--- src/hdl/gtce_pkg.sv ---
`default_nettype none

package gtce_pkg;

	// Fixed field widths of the ports
	localparam int NODE_IN_W = 4;
	localparam int COST_IN_W = 16;
	localparam int MASK_W    = 16;
	localparam int CFG_W     = 5;
	localparam int SUM_W     = 20;
	localparam int ADDED_W   = 5;

	localparam logic [CFG_W-1:0]   NODE_COUNT_RST = 5'd16;
	localparam logic [SUM_W-1:0]   SUM_MAX        = 20'hFFFFF;
	localparam logic [ADDED_W-1:0] ADDED_MAX      = 5'd31;

	// Opcodes of an input beat
	localparam logic OP_WRITE = 1'b0;
	localparam logic OP_QUERY = 1'b1;

	// Controller to datapath commands
	typedef struct packed {
		logic tbl_wr;     // write one cost entry
		logic load;       // start a query walk
		logic scan_rd;    // read the candidate at the scan index
		logic take_best;  // move to the best candidate of this round
		logic ret_rd;     // read the cost back to node zero
		logic ret_add;    // add the return leg
	} dp_cmd_t;

	// Datapath to controller status
	typedef struct packed {
		logic scan_last;  // scan index at last node in use
		logic found;      // an unvisited candidate was seen this round
		logic pos_zero;   // walk stands at node zero
	} dp_sts_t;

endpackage

`default_nettype wire

--- src/hdl/gtce_ctrl.sv ---
`default_nettype none

module gtce_ctrl
	import gtce_pkg::*;
(
	input  wire logic clk,
	input  wire logic arst_n,
	input  wire logic start,
	input  wire logic op,
	input  wire dp_sts_t sts,
	output dp_cmd_t   cmd,
	output logic      busy,
	output logic      result_valid
);

	typedef enum logic [6:0] {
		S_IDLE    = 7'b0000001,
		S_SCAN    = 7'b0000010,
		S_WAIT    = 7'b0000100,
		S_DECIDE  = 7'b0001000,
		S_RET_RD  = 7'b0010000,
		S_RET_ADD = 7'b0100000,
		S_DONE    = 7'b1000000
	} state_t;

	state_t state_q, state_d;

	// Next state and command decode
	always_comb begin
		state_d = state_q;
		cmd     = '0;
		case (state_q)
			S_IDLE: begin
				if (start && op == OP_QUERY) begin
					cmd.load = 1'b1;
					state_d  = S_SCAN;
				end else if (start && op == OP_WRITE) begin
					cmd.tbl_wr = 1'b1;
				end
			end
			S_SCAN: begin
				cmd.scan_rd = 1'b1;
				if (sts.scan_last) begin
					state_d = S_WAIT;
				end
			end
			// last read of the round lands in the compare stage
			S_WAIT: begin
				state_d = S_DECIDE;
			end
			S_DECIDE: begin
				if (sts.found) begin
					cmd.take_best = 1'b1;
					state_d       = S_SCAN;
				end else if (sts.pos_zero) begin
					state_d = S_DONE;
				end else begin
					state_d = S_RET_RD;
				end
			end
			S_RET_RD: begin
				cmd.ret_rd = 1'b1;
				state_d    = S_RET_ADD;
			end
			S_RET_ADD: begin
				cmd.ret_add = 1'b1;
				state_d     = S_DONE;
			end
			S_DONE: begin
				state_d = S_IDLE;
			end
			default: begin
				state_d = S_IDLE;
			end
		endcase
	end

	always_ff @(posedge clk or negedge arst_n) begin
		if (!arst_n) begin
			state_q <= S_IDLE;
		end else begin
			state_q <= state_d;
		end
	end

	assign busy         = (state_q != S_IDLE);
	assign result_valid = (state_q == S_DONE);

`ifndef SYNTHESIS
	a_result_pulse: assert property (@(posedge clk) disable iff (!arst_n)
		result_valid |=> !result_valid)
		else $error("result strobe longer than one cycle");
	a_query_busy: assert property (@(posedge clk) disable iff (!arst_n)
		(start && !busy && op == OP_QUERY) |=> busy)
		else $error("query accepted but block not busy");
	a_done_idle: assert property (@(posedge clk) disable iff (!arst_n)
		result_valid |=> !busy)
		else $error("block still busy after result beat");
`endif

endmodule

`default_nettype wire

--- config.mk ---
export PLATFORM = sky130hd
export DESIGN_NAME = gtce_ctrl
export DESIGN_NICKNAME = d
export VERILOG_FILES = /design/src/hdl/gtce_pkg.sv /design/src/hdl/gtce_ctrl.sv
export SDC_FILE = /design/constraint.sdc
export NUM_CORES = 1
export LEC_CHECK = 0
export ABC_CLOCK_PERIOD_IN_PS = 1700
export BUFFER_PORTS_ARGS = -buffer_cell sky130_fd_sc_hd__buf_2
export CAP_MARGIN = 5
export CORE_MARGIN = 2
export CORE_UTILIZATION = 28
export CTS_CLUSTER_DIAMETER = 80
export CTS_CLUSTER_SIZE = 40
export DETAILED_ROUTE_END_ITERATION = 16
export PLACE_DENSITY = 0.6
export SYNTH_ARGS = -nofsm -noshare
export SYNTH_HDL_FRONTEND = slang
export SYNTH_SLANG_ARGS = --single-unit
--- constraint.sdc ---
create_clock -name clk -period 1.7 [get_ports clk]
set_input_delay 0 -clock clk [delete_from_list [all_inputs] [get_ports clk]]
set_output_delay 0 -clock clk [all_outputs]
set_load 0.05 [all_outputs]
* Word-level counts from Yosys, hierarchy flattened *
Cells that the tools add are included.

operators by class
  reduce and logical (&&, ||, !) cells = 3
  equal/unequal tests = 10
  multiplexer cells = 14
  bitwise gates (word level) = 1

operators with widths
  operator                                                          count
  7-bit one-hot mux with 6 select lines                             1
  7-bit two-way mux                                                 4
  1-bit two-way mux                                                 8
  7-bit by 1-bit == test with 1-bit output (second input constant)  1
  7-bit by 2-bit == test with 1-bit output (second input constant)  1
  7-bit by 3-bit == test with 1-bit output (second input constant)  1
  7-bit by 4-bit == test with 1-bit output (second input constant)  1
  7-bit by 5-bit == test with 1-bit output (second input constant)  1
  7-bit by 6-bit == test with 1-bit output (second input constant)  1
  7-bit == test (second input constant)                             1
  7-bit by 1-bit != test with 1-bit output (second input constant)  1
  2-bit != test (second input constant)                             2
  1-bit logical AND                                                 2
  2-bit two-way mux                                                 1
  2-bit AND reduction                                               1
  1-bit inverter                                                    1

word-level totals
  output and inout bits = 8
  register bits = 7
  logic and storage cells = 29

* Depth between registers and ports, before layout *
Gate-level depths: netlist (run 1).

  depth in word-level cells = 5
  gate-level depth with buffers = 3
  gate-level depth less buffers = 3

* Worst setup path before layout (run 1) *
No wires, ideal clock.

  kind = reg-to-output
  from = register state_q[3]
  to = output cmd[5] (netlist name)
  data arrival time = 2525 ps
  stages on the path, launching flop included = 4
  setup slack = -825 ps
  path through = dfrtp_1 nor4_4 nand3_1 nor3b_1

RTL lines
  element                 line             source
  start, declared         gtce_ctrl.sv:26  state_t state_q, state_d;
  start signal, assigned  gtce_ctrl.sv:82  state_q <= state_d;
  end, declared           gtce_ctrl.sv:11  output dp_cmd_t cmd,

==> reports/metrics.csv, run 1 <==
stage,metric,value,unit
pwr,P per Cell Area,709,nW/µm²
floorplanning,die width,43.2,µm
synthesis,most frequent cell after synthesis,dfrtp_1,
floorplanning,Site Rows,14,
drt,DRC viols,0,
finish,layout cells sized above 1,0.459,
synthesis,register bit total from synthesis,7,
synthesis,warning count from the yosys run,0,
setup_path,CP cell instances,nor4_4 -> nand3_2 -> nor3b_4 -> buf_4,
clock_tree,Root Buffer,clkbuf_4,
drt,wire per inst,11.5,µm
finish,Top reg by flops,state_q,
floorplanning,Ports,15,
clock_tree,Max Root-Sink Buffers,2,
clock_tree,clk sinks,7,
setup_path,worst r2r src,state_q[3],
finish,Largest regs,state_q (7),
sta,FMAX,612,MHz
sta,Worst-Margin Slew,0.291,ns
synthesis,"FFs w/ async S/R, synth",1.00,
synthesis,Synth area leaders,"dfrtp_1, dfstp_2, nor3b_1",
setup_path,reg-to-reg setup timing slack,0.36,ns
placement,placed instance area,528,µm²
pwr,share of power burned in combinational logic,0.239,
synthesis,Syn Std Cell Area,429,µm²
global_route,largest net degree at the start of global routing,8,
job,MaxCap Viol Count,0,
floorplanning,CORE AREA,1470,µm²
setup_path,critical path class,register to primary output,
floorplanning,Die H,43.2,µm
sta,Hold Fails Final Rpt,0,
pwr,maximum vdd drop,0.326,mV
sta,fin crit share,0.961,
synthesis,average size of a mapped cell,10.7,µm²
pwr,leakage power,0.300,nW
sta,Slew HR,0.804,
placement,Routability Congestion,0.689,
synthesis,post-synth top area share,0.350,
synthesis,synthesized net count,47,
synthesis,Most used DFF post-synth,dfrtp_1,
drt,DR WL met3,46,µm
drt,wl on met1,416,µm
setup_path,Reg2Reg Depth,3,
sta,fin. max-slew vios,0,
floorplanning,Initial Utilization,0.292,
drt,DRT Pass-1 Iters,4,
global_route,vias in the first global route,367,
finish,max reg flops,7,
floorplanning,Die ar.,1860,µm²
synthesis,Synth area leader,dfrtp_1,
min_path,worst hold path type,input port to async pin,
pwr,Clk pwr share,0.338,
sta,final worst slack,0.0659,ns
sta,RSZ-0062 raised after global routing,yes,
pwr,Net Sw Frac,0.302,
placement,DP Wirelength,705,µm
finish,Final nets,69,
setup_path,CP Capture Type,primary output,
placement,post-place setup slack,0.226,ns
sta,worst hold margin,0.119,ns
global_route,total grt overflow,0,
pwr,Power Internal,0.000304,W
sta,endpoints failing setup,0,
synthesis,Netlist cell types,26,
setup_path,CP max stage delay,0.45,ns
drt,post-route ant nets,0,
finish,# diodes,0,
placement,IO buf count,14,
drt,top layer in use,met3,
setup_path,Crit Path Max Fanout,6,
synthesis,register area share after synthesis,0.411,
pwr,switching pwr,0.000131,W
sta,Worst Clk Skew,0.000657,ns
setup_path,CP required,1.70,ns
sta,min Tclk post-route,1.63,ns
clock_tree,CTS tree,built,
clock_tree,postcts setup bufs,0,
setup_path,R2R Path End,state_q[1],
drt,vias per cell,4.91,
synthesis,Post-synth EDFFs,0,
finish,design area,614,µm²
synthesis,synthesized netlist cell count,40,
global_route,first-pass GRT wire length,1500,µm
clock_tree,H-tree Lvls,1,
drt,Met2 Wirelength,423,µm
drt,initial DRC count,9,
synthesis,commonest cells in the netlist,"dfrtp_1, nor2_1, and2_1, nor3b_1",
setup_path,CP max-delay cell,dfrtp_1,
clock_tree,clock-pin slew on the worst setup and hold paths,0.05,ns
global_route,GRT Resource Usage Total,0.110,
drt,Total Wirelength,886,µm
outcome,outcome,completed,
clock_tree,Num CTS Buffers,3,
setup_path,Worst EP arrival,1.63,ns
setup_path,Startpoint Class,register,
finish,Final Core Density,0.418,
pwr,Seq pwr share,0.422,
clock_tree,Skew-Pair Late Insertion Delay,0.24,ns
drt,Vias,378,
finish,Layout area overhead,43.1,%
global_route,initial antenna violation count,0,
## layout make-up
| class | instances | area, µm² |
|---|---|---|
| clock buffers | 4 | 26.3 |
| multi-input cells | 30 | 267 |
| inverters | 2 | 7.51 |
| repair buffers | 18 | 118 |
| well taps | 16 | 20.0 |
| flip-flops and latches | 7 | 176 |
| fillers | 159 | 857 |
## what timing repair did
action                                  4_1_cts  5_1_grt
hold buffers                                  4        0
endpoints found under the setup margin        1        5
hold endpoints to repair                     10        0
gates resized for setup                       1        5
## routing by layer
layer	GRT usage	up-vias
met3	0	0
li1	-	192
met1	0.148	175
met5	0	-
met2	0.164	11
met4	0.0909	0
## through the flow
stage | instances | power, W | TNS, ns
final | 77 | 0.000435 | 0
after global routing | 77 | 0.000459 | -0.0502
after CTS | 77 | 0.000435 | 0
after detailed placement | 69 | 0.000276 | 0
after global placement | 69 | 0.000276 | 0
after floorplan | 40 | 0.000251 | -0.198
## critical path: cells and delay by family, from the launching register on
kind,cells,cell delay (ns)
flops,1,0.45
buf+inv,1,0.22
simple gates,3,0.73
## power by group through the flow
stage / Sequential [W] / Clock (W) / Combinational (W)
3_5_place_dp: 0.000184 / 0 / 0.0000920
5_1_grt: 0.000185 / 0.000163 / 0.000112
2_1_floorplan: 0.000183 / 0 / 0.0000685
4_1_cts: 0.000182 / 0.000154 / 0.000100
3_3_place_gp: 0.000184 / 0 / 0.0000914
6_report: 0.000184 / 0.000147 / 0.000104
## how the worst max path moves through the flow
stage | start | endpoint | cells past startpoint
after floorplan | state_q[3] | cmd[5] | 3
final | state_q[3] | cmd[5] | 4
after global placement | state_q[3] | cmd[5] | 4
after detailed placement | state_q[3] | cmd[5] | 4
after global routing | state_q[3] | cmd[4] | 3
after CTS | state_q[3] | cmd[5] | 4
## cell usage in the layout (no fill, tap or decap)
cell,count
nor4_4,1
dlygate4sd3_1,4
xor2_1,1
nor3b_1,1
and4b_1,1
and3_2,1
and4_2,1
nor3b_2,1
buf_4,1
nor2b_1,1
dfrtp_1,6
o32ai_1,1
nor2_2,1
nand4b_1,1
buf_2,11
nor4b_1,1
inv_1,2
nor3_4,1
nor3_1,1
dfstp_2,1
clkbuf_4,5
and3_1,1
and2_1,3
or2b_1,1
clkbuf_1,1
nor3b_4,1
nand2_1,1
nor2_1,4
a221o_1,2
a211oi_2,1
nand3_2,1
and4bb_4,1
## kinds of logic after synthesis
group | after synthesis | synth area share
AOI/OAI and AO/OA | 4 | 0.0962
xor gates and xnor gates | 1 | 0.0204
buffers and inverters | 3 | 0.0350
DFF | 7 | 0.411
and+or+nand+nor | 25 | 0.437
Note: power is estimated with default switching activity, not from simulation.
==> inputs of run 2 (changes only) <==
--- a/config.mk
+++ b/config.mk
@@ -14,6 +14,7 @@
 export CTS_CLUSTER_SIZE = 40
 export DETAILED_ROUTE_END_ITERATION = 16
 export PLACE_DENSITY = 0.6
+export REMOVE_ABC_BUFFERS = 1
 export SYNTH_ARGS = -nofsm -noshare
 export SYNTH_HDL_FRONTEND = slang
 export SYNTH_SLANG_ARGS = --single-unit
==> reports/metrics.csv, run 2 (synthesis gave the netlist of run 1 again) <==
stage,metric,value,unit
outcome,outcome,completed,
global_route,first-pass GRT wire length,1540,µm
sta,Hold Fails Final Rpt,0,
drt,Total Wirelength,964,µm
sta,Worst-Margin Slew,0.302,ns
sta,Slew HR,0.796,
clock_tree,H-tree Lvls,1,
pwr,P per Cell Area,719,nW/µm²
global_route,vias in the first global route,352,
setup_path,Reg2Reg Depth,4,
drt,initial DRC count,2,
floorplanning,Site Rows,14,
min_path,worst hold path type,input port to async pin,
setup_path,R2R Path End,state_q[4],
sta,final worst slack,0.0491,ns
floorplanning,die width,43.2,µm
setup_path,Startpoint Class,register,
pwr,leakage power,0.300,nW
job,MaxCap Viol Count,0,
finish,# diodes,0,
setup_path,Worst EP arrival,1.65,ns
sta,min Tclk post-route,1.65,ns
sta,FMAX,606,MHz
drt,Vias,383,
floorplanning,CORE AREA,1470,µm²
clock_tree,CTS tree,built,
floorplanning,Initial Utilization,0.292,
finish,"commonest non-fill, non-tap cell in the layout",buf_2,
drt,DRC viols,0,
placement,post-place setup slack,0.299,ns
clock_tree,Max Root-Sink Buffers,2,
sta,endpoints failing setup,0,
setup_path,worst r2r src,state_q[1],
clock_tree,clock-pin slew on the worst setup and hold paths,0.06,ns
finish,layout cells sized above 1,0.452,
drt,wire per inst,12.4,µm
drt,vias per cell,4.91,
finish,Layout area overhead,43.1,%
clock_tree,clk sinks,7,
sta,fin. max-slew vios,0,
clock_tree,postcts setup bufs,0,
drt,DRT Pass-1 Iters,3,
setup_path,CP Capture Type,primary output,
sta,Worst Clk Skew,0.00426,ns
floorplanning,Die ar.,1860,µm²
placement,DP Wirelength,680,µm
pwr,maximum vdd drop,0.336,mV
clock_tree,Num CTS Buffers,3,
global_route,largest net degree at the start of global routing,8,
placement,IO buf count,14,
setup_path,CP Launch Point,state_q[4],
sta,RSZ-0062 raised after global routing,yes,
setup_path,reg-to-reg setup timing slack,0.05,ns
drt,post-route ant nets,0,
setup_path,Crit Path Max Fanout,7,
floorplanning,Die H,43.2,µm
finish,Largest regs,state_q (7),
clock_tree,Root Buffer,clkbuf_4,
setup_path,critical path class,register to primary output,
sta,fin crit share,0.971,
global_route,initial antenna violation count,0,
finish,Final nets,70,
sta,worst hold margin,0.0981,ns
finish,max reg flops,7,
clock_tree,Skew-Pair Late Insertion Delay,0.26,ns
finish,most frequent cells in the layout,"buf_2, dlygate4sd3_1, dfrtp_1, nor2_1, clkbuf_4",
setup_path,CP required,1.70,ns
placement,Routability Congestion,0.679,
finish,Top reg by flops,state_q,
global_route,GRT Resource Usage Total,0.115,
global_route,total grt overflow,0,
floorplanning,Ports,15,
## run 2: routing by layer
layer,vias to the layer above,track usage,wire length [µm]
met1,175,0.145,440
met3,2,0.0298,50
li1,191,-,-
met2,15,0.161,464
met4,0,0.0909,8
met5,-,0,0
## run 2: worst max-delay path, stage by stage (launching register included)
cell and delay, ns:
dfrtp_2 0.46, nor4_4 0.35, and4bb_4 0.30, buf_2 0.27
## run 2: where the power goes
| part | switching (W) | total (W) | internal, W |
|---|---|---|---|
| clock network | 0.0000673 | 0.000157 | 0.0000899 |
| registers | 0.00000931 | 0.000184 | 0.000174 |
| logic | 0.0000621 | 0.000101 | 0.0000384 |
## run 2: area by class of cell
| type | count | area (µm²) |
|---|---|---|
| fill | 162 | 857 |
| multi-input combinational | 30 | 255 |
| sequential | 7 | 178 |
| timing repair buffer | 19 | 128 |
| clock buffer | 4 | 26.3 |
| tap | 16 | 20.0 |
| inverter | 2 | 7.51 |
## run 2: stage by stage
stage | total power, W | util | setup TNS [ns] | area (µm²) | cells
global route | 0.000461 | 0.418 | -0.0806 | 614 | 78
CTS | 0.000433 | 0.400 | 0 | 588 | 78
floorplan | 0.000245 | - | -1.11 | 422 | 39
finish | 0.000442 | 0.418 | 0 | 614 | 78
global placement | 0.000271 | 0.348 | 0 | 512 | 69
detailed placement | 0.000271 | 0.348 | 0 | 512 | 69
## run 2: worst max-delay path by stage
stage | to | cells past startpoint
floorplan | cmd[5] | 3
global placement | cmd[5] | 4
detailed placement | cmd[5] | 4
CTS | cmd[5] | 4
global route | state_q[4] | 4
finish | cmd[3] | 3
## run 2: timing repair
item                       in CTS  in global routing
hold endpoints to repair       10                  0
setup endpoints to repair       0                  6
resized for setup               0                 10
hold buffers                    5                  0
==> inputs of run 3 (changes only) <==
--- a/config.mk
+++ b/config.mk
@@ -5,15 +5,19 @@
 export SDC_FILE = /design/constraint.sdc
 export NUM_CORES = 1
 export LEC_CHECK = 0
+export ABC_AREA = 1
 export ABC_CLOCK_PERIOD_IN_PS = 1700
 export BUFFER_PORTS_ARGS = -buffer_cell sky130_fd_sc_hd__buf_2
 export CAP_MARGIN = 5
+export CELL_PAD_IN_SITES_DETAIL_PLACEMENT = 1
+export CELL_PAD_IN_SITES_GLOBAL_PLACEMENT = 1
 export CORE_MARGIN = 2
 export CORE_UTILIZATION = 28
 export CTS_CLUSTER_DIAMETER = 80
 export CTS_CLUSTER_SIZE = 40
 export DETAILED_ROUTE_END_ITERATION = 16
-export PLACE_DENSITY = 0.6
+export PLACE_DENSITY = 0.75
+export RECOVER_POWER = 100
 export REMOVE_ABC_BUFFERS = 1
 export SYNTH_ARGS = -nofsm -noshare
 export SYNTH_HDL_FRONTEND = slang
==> reports/metrics.csv, run 3 <==
stage,metric,value,unit
clock_tree,Root Buffer,clkbuf_4,
setup_path,worst path buffer plus inverter count,3,
setup_path,CP Capture Type,primary output,
floorplanning,die width,44.4,µm
sta,FMAX,626,MHz
sta,final worst slack,0.103,ns
setup_path,Worst EP arrival,1.60,ns
finish,Final nets,91,
floorplanning,Ports,15,
sta,Worst-Margin Slew,0.396,ns
floorplanning,Die ar.,1970,µm²
drt,Vias,472,
drt,DRT Pass-1 Iters,4,
setup_path,CP cell instances,inv_1 -> nor2_1 -> nand2_1 -> nor2_4 -> inv_2 -> nor3b_2 -> buf_4,
finish,# diodes,0,
synthesis,Synth area leaders,"dfrtp_1, nor2_1, nand2_1",
clock_tree,postcts setup bufs,0,
setup_path,CP top delay family,flip-flops,
global_route,initial antenna violation count,0,
sta,Slew HR,0.736,
pwr,P per Cell Area,1340,nW/µm²
job,MaxCap Viol Count,0,
setup_path,CP max stage delay,0.54,ns
placement,IO buf count,14,
global_route,first-pass GRT wire length,1990,µm
finish,Largest regs,state_q (7),
finish,most frequent cells in the layout,"nor2_1, nand2_1, inv_1",
synthesis,Most used DFF post-synth,dfrtp_1,
clock_tree,clock-pin slew on the worst setup and hold paths,0.06,ns
global_route,GRT Resource Usage Total,0.142,
setup_path,critical path class,register to primary output,
setup_path,CP required,1.70,ns
clock_tree,Num CTS Buffers,3,
sta,endpoints failing setup,0,
drt,post-route ant nets,0,
placement,Routability Congestion,0.803,
clock_tree,H-tree Lvls,1,
global_route,total grt overflow,0,
setup_path,Crit Path Max Fanout,4,
global_route,vias in the first global route,487,
drt,DRC viols,0,
min_path,worst hold path type,input port to register,
drt,wire per inst,12.2,µm
setup_path,CP max-delay cell,dfstp_2,
finish,Layout area overhead,31.8,%
clock_tree,CTS tree,built,
placement,post-place setup slack,0.345,ns
floorplanning,Die H,44.4,µm
finish,Final Core Density,0.395,
finish,layout cells sized above 1,0.313,
sta,min Tclk post-route,1.60,ns
finish,Top reg by flops,state_q,
synthesis,Synth area leader,dfrtp_1,
pwr,maximum vdd drop,0.658,mV
sta,Hold Fails Final Rpt,0,
synthesis,register bit total from synthesis,7,
placement,DP Wirelength,928,µm
synthesis,average size of a mapped cell,7.37,µm²
finish,Fillers,204,
synthesis,Syn Std Cell Area,457,µm²
synthesis,register area share after synthesis,0.386,
finish,"commonest non-fill, non-tap cell in the layout",nor2_1,
sta,fin crit share,0.939,
drt,initial DRC count,11,
sta,fin. max-slew vios,0,
synthesis,post-synth top area share,0.329,
clock_tree,Skew-Pair Late Insertion Delay,0.26,ns
finish,max reg flops,7,
outcome,outcome,completed,
synthesis,Post-synth EDFFs,0,
sta,Worst Clk Skew,0.00305,ns
floorplanning,Site Rows,14,
synthesis,commonest cells in the netlist,"nor2_1, nand2_1, inv_1, dfrtp_1, nand3_1",
drt,Total Wirelength,1200,µm
floorplanning,Initial Utilization,0.300,
clock_tree,clk sinks,7,
clock_tree,Max Root-Sink Buffers,2,
pwr,leakage power,0.331,nW
synthesis,warning count from the yosys run,0,
drt,vias per cell,4.77,
setup_path,Startpoint Class,register,
synthesis,Netlist cell types,18,
global_route,largest net degree at the start of global routing,8,
synthesis,synthesized netlist cell count,62,
floorplanning,CORE AREA,1520,µm²
synthesis,most frequent cell after synthesis,nor2_1,
synthesis,"FFs w/ async S/R, synth",1.00,
## run 3: changes by cell type after synthesis, moves of 2 or more
cell / previous run / this run
nor3b_1: 3 / 0
inv_1: 2 / 8
inv_2: 0 / 2
nand2_2: 0 / 2
nor2_4: 0 / 2
a221o_1: 2 / 0
nand3_1: 1 / 6
nand2_1: 1 / 11
and2_1: 3 / 0
nor2_1: 4 / 14
## run 3: worst min-delay path, stage by stage
cell	delay, ns
buf_2	0.10
nand3b_1	0.10
o21ai_0	0.08
## run 3: per-layer routing
metal / GRT usage / vias up / wire length [µm]
met2: 0.250 / 17 / 614
li1: - / 234 / -
met1: 0.157 / 216 / 498
met3: 0.0122 / 5 / 51
met4: 0.109 / 0 / 39
met5: 0 / - / 0
## run 3: what timing repair did
action | CTS | global route
hold buffers | 4 | 0
endpoints found under the hold margin | 9 | 0
setup endpoints to repair | 0 | 1
resized for setup | 0 | 2
## run 3: logic make-up (layout without fill, tap and decap cells)
family                 Yosys count  in the layout  synth area share
and+or+nand+nor                 43             43             0.504
buffers and inverters           11             32            0.0986
DFF                              7              7             0.386
AOI/OAI and AO/OA                1              1            0.0109
## run 3: through the flow
stage,instance area (µm²),hold slack (ns),power (W),TNS [ns],std cells
CTS,606,0.0746,0.000812,0,99
finish,602,0.0722,0.000804,0,99
detailed placement,539,-0.158,0.000648,0,91
global placement,539,-0.161,0.000636,0,91
floorplan,449,-0.296,0.000558,0,61
global route,602,0.103,0.000859,-0.00371,99
## run 3: final cells by class
class	instances	area [µm²]	share of cell area
Tap cell	16	20.0	0.0333
Multi-Input combinational cell	44	230	0.383
Timing Repair Buffer	18	111	0.185
Inverter	10	37.5	0.0624
Clock buffer	4	26.3	0.0437
Sequential cell	7	176	0.293
## run 3: worst paths after layout
path,start,end,slack [ns],depth (start not counted)
worst max-delay path,state_q[0],cmd[5],0.10,7
worst min-delay path,sts[1],state_q[6],0.07,3
worst max register to register,state_q[4],state_q[4],0.16,4
worst min register to register,state_q[3],state_q[3],0.58,3
max in group asynchronous,arst_n,state_q[0],1.20,2
min in group asynchronous,arst_n,state_q[4],0.18,2
## run 3: where the power goes
part,switching [W],internal (W)
combinational,0.000305,0.000114
sequential,0.0000210,0.000203
clock,0.0000703,0.0000901
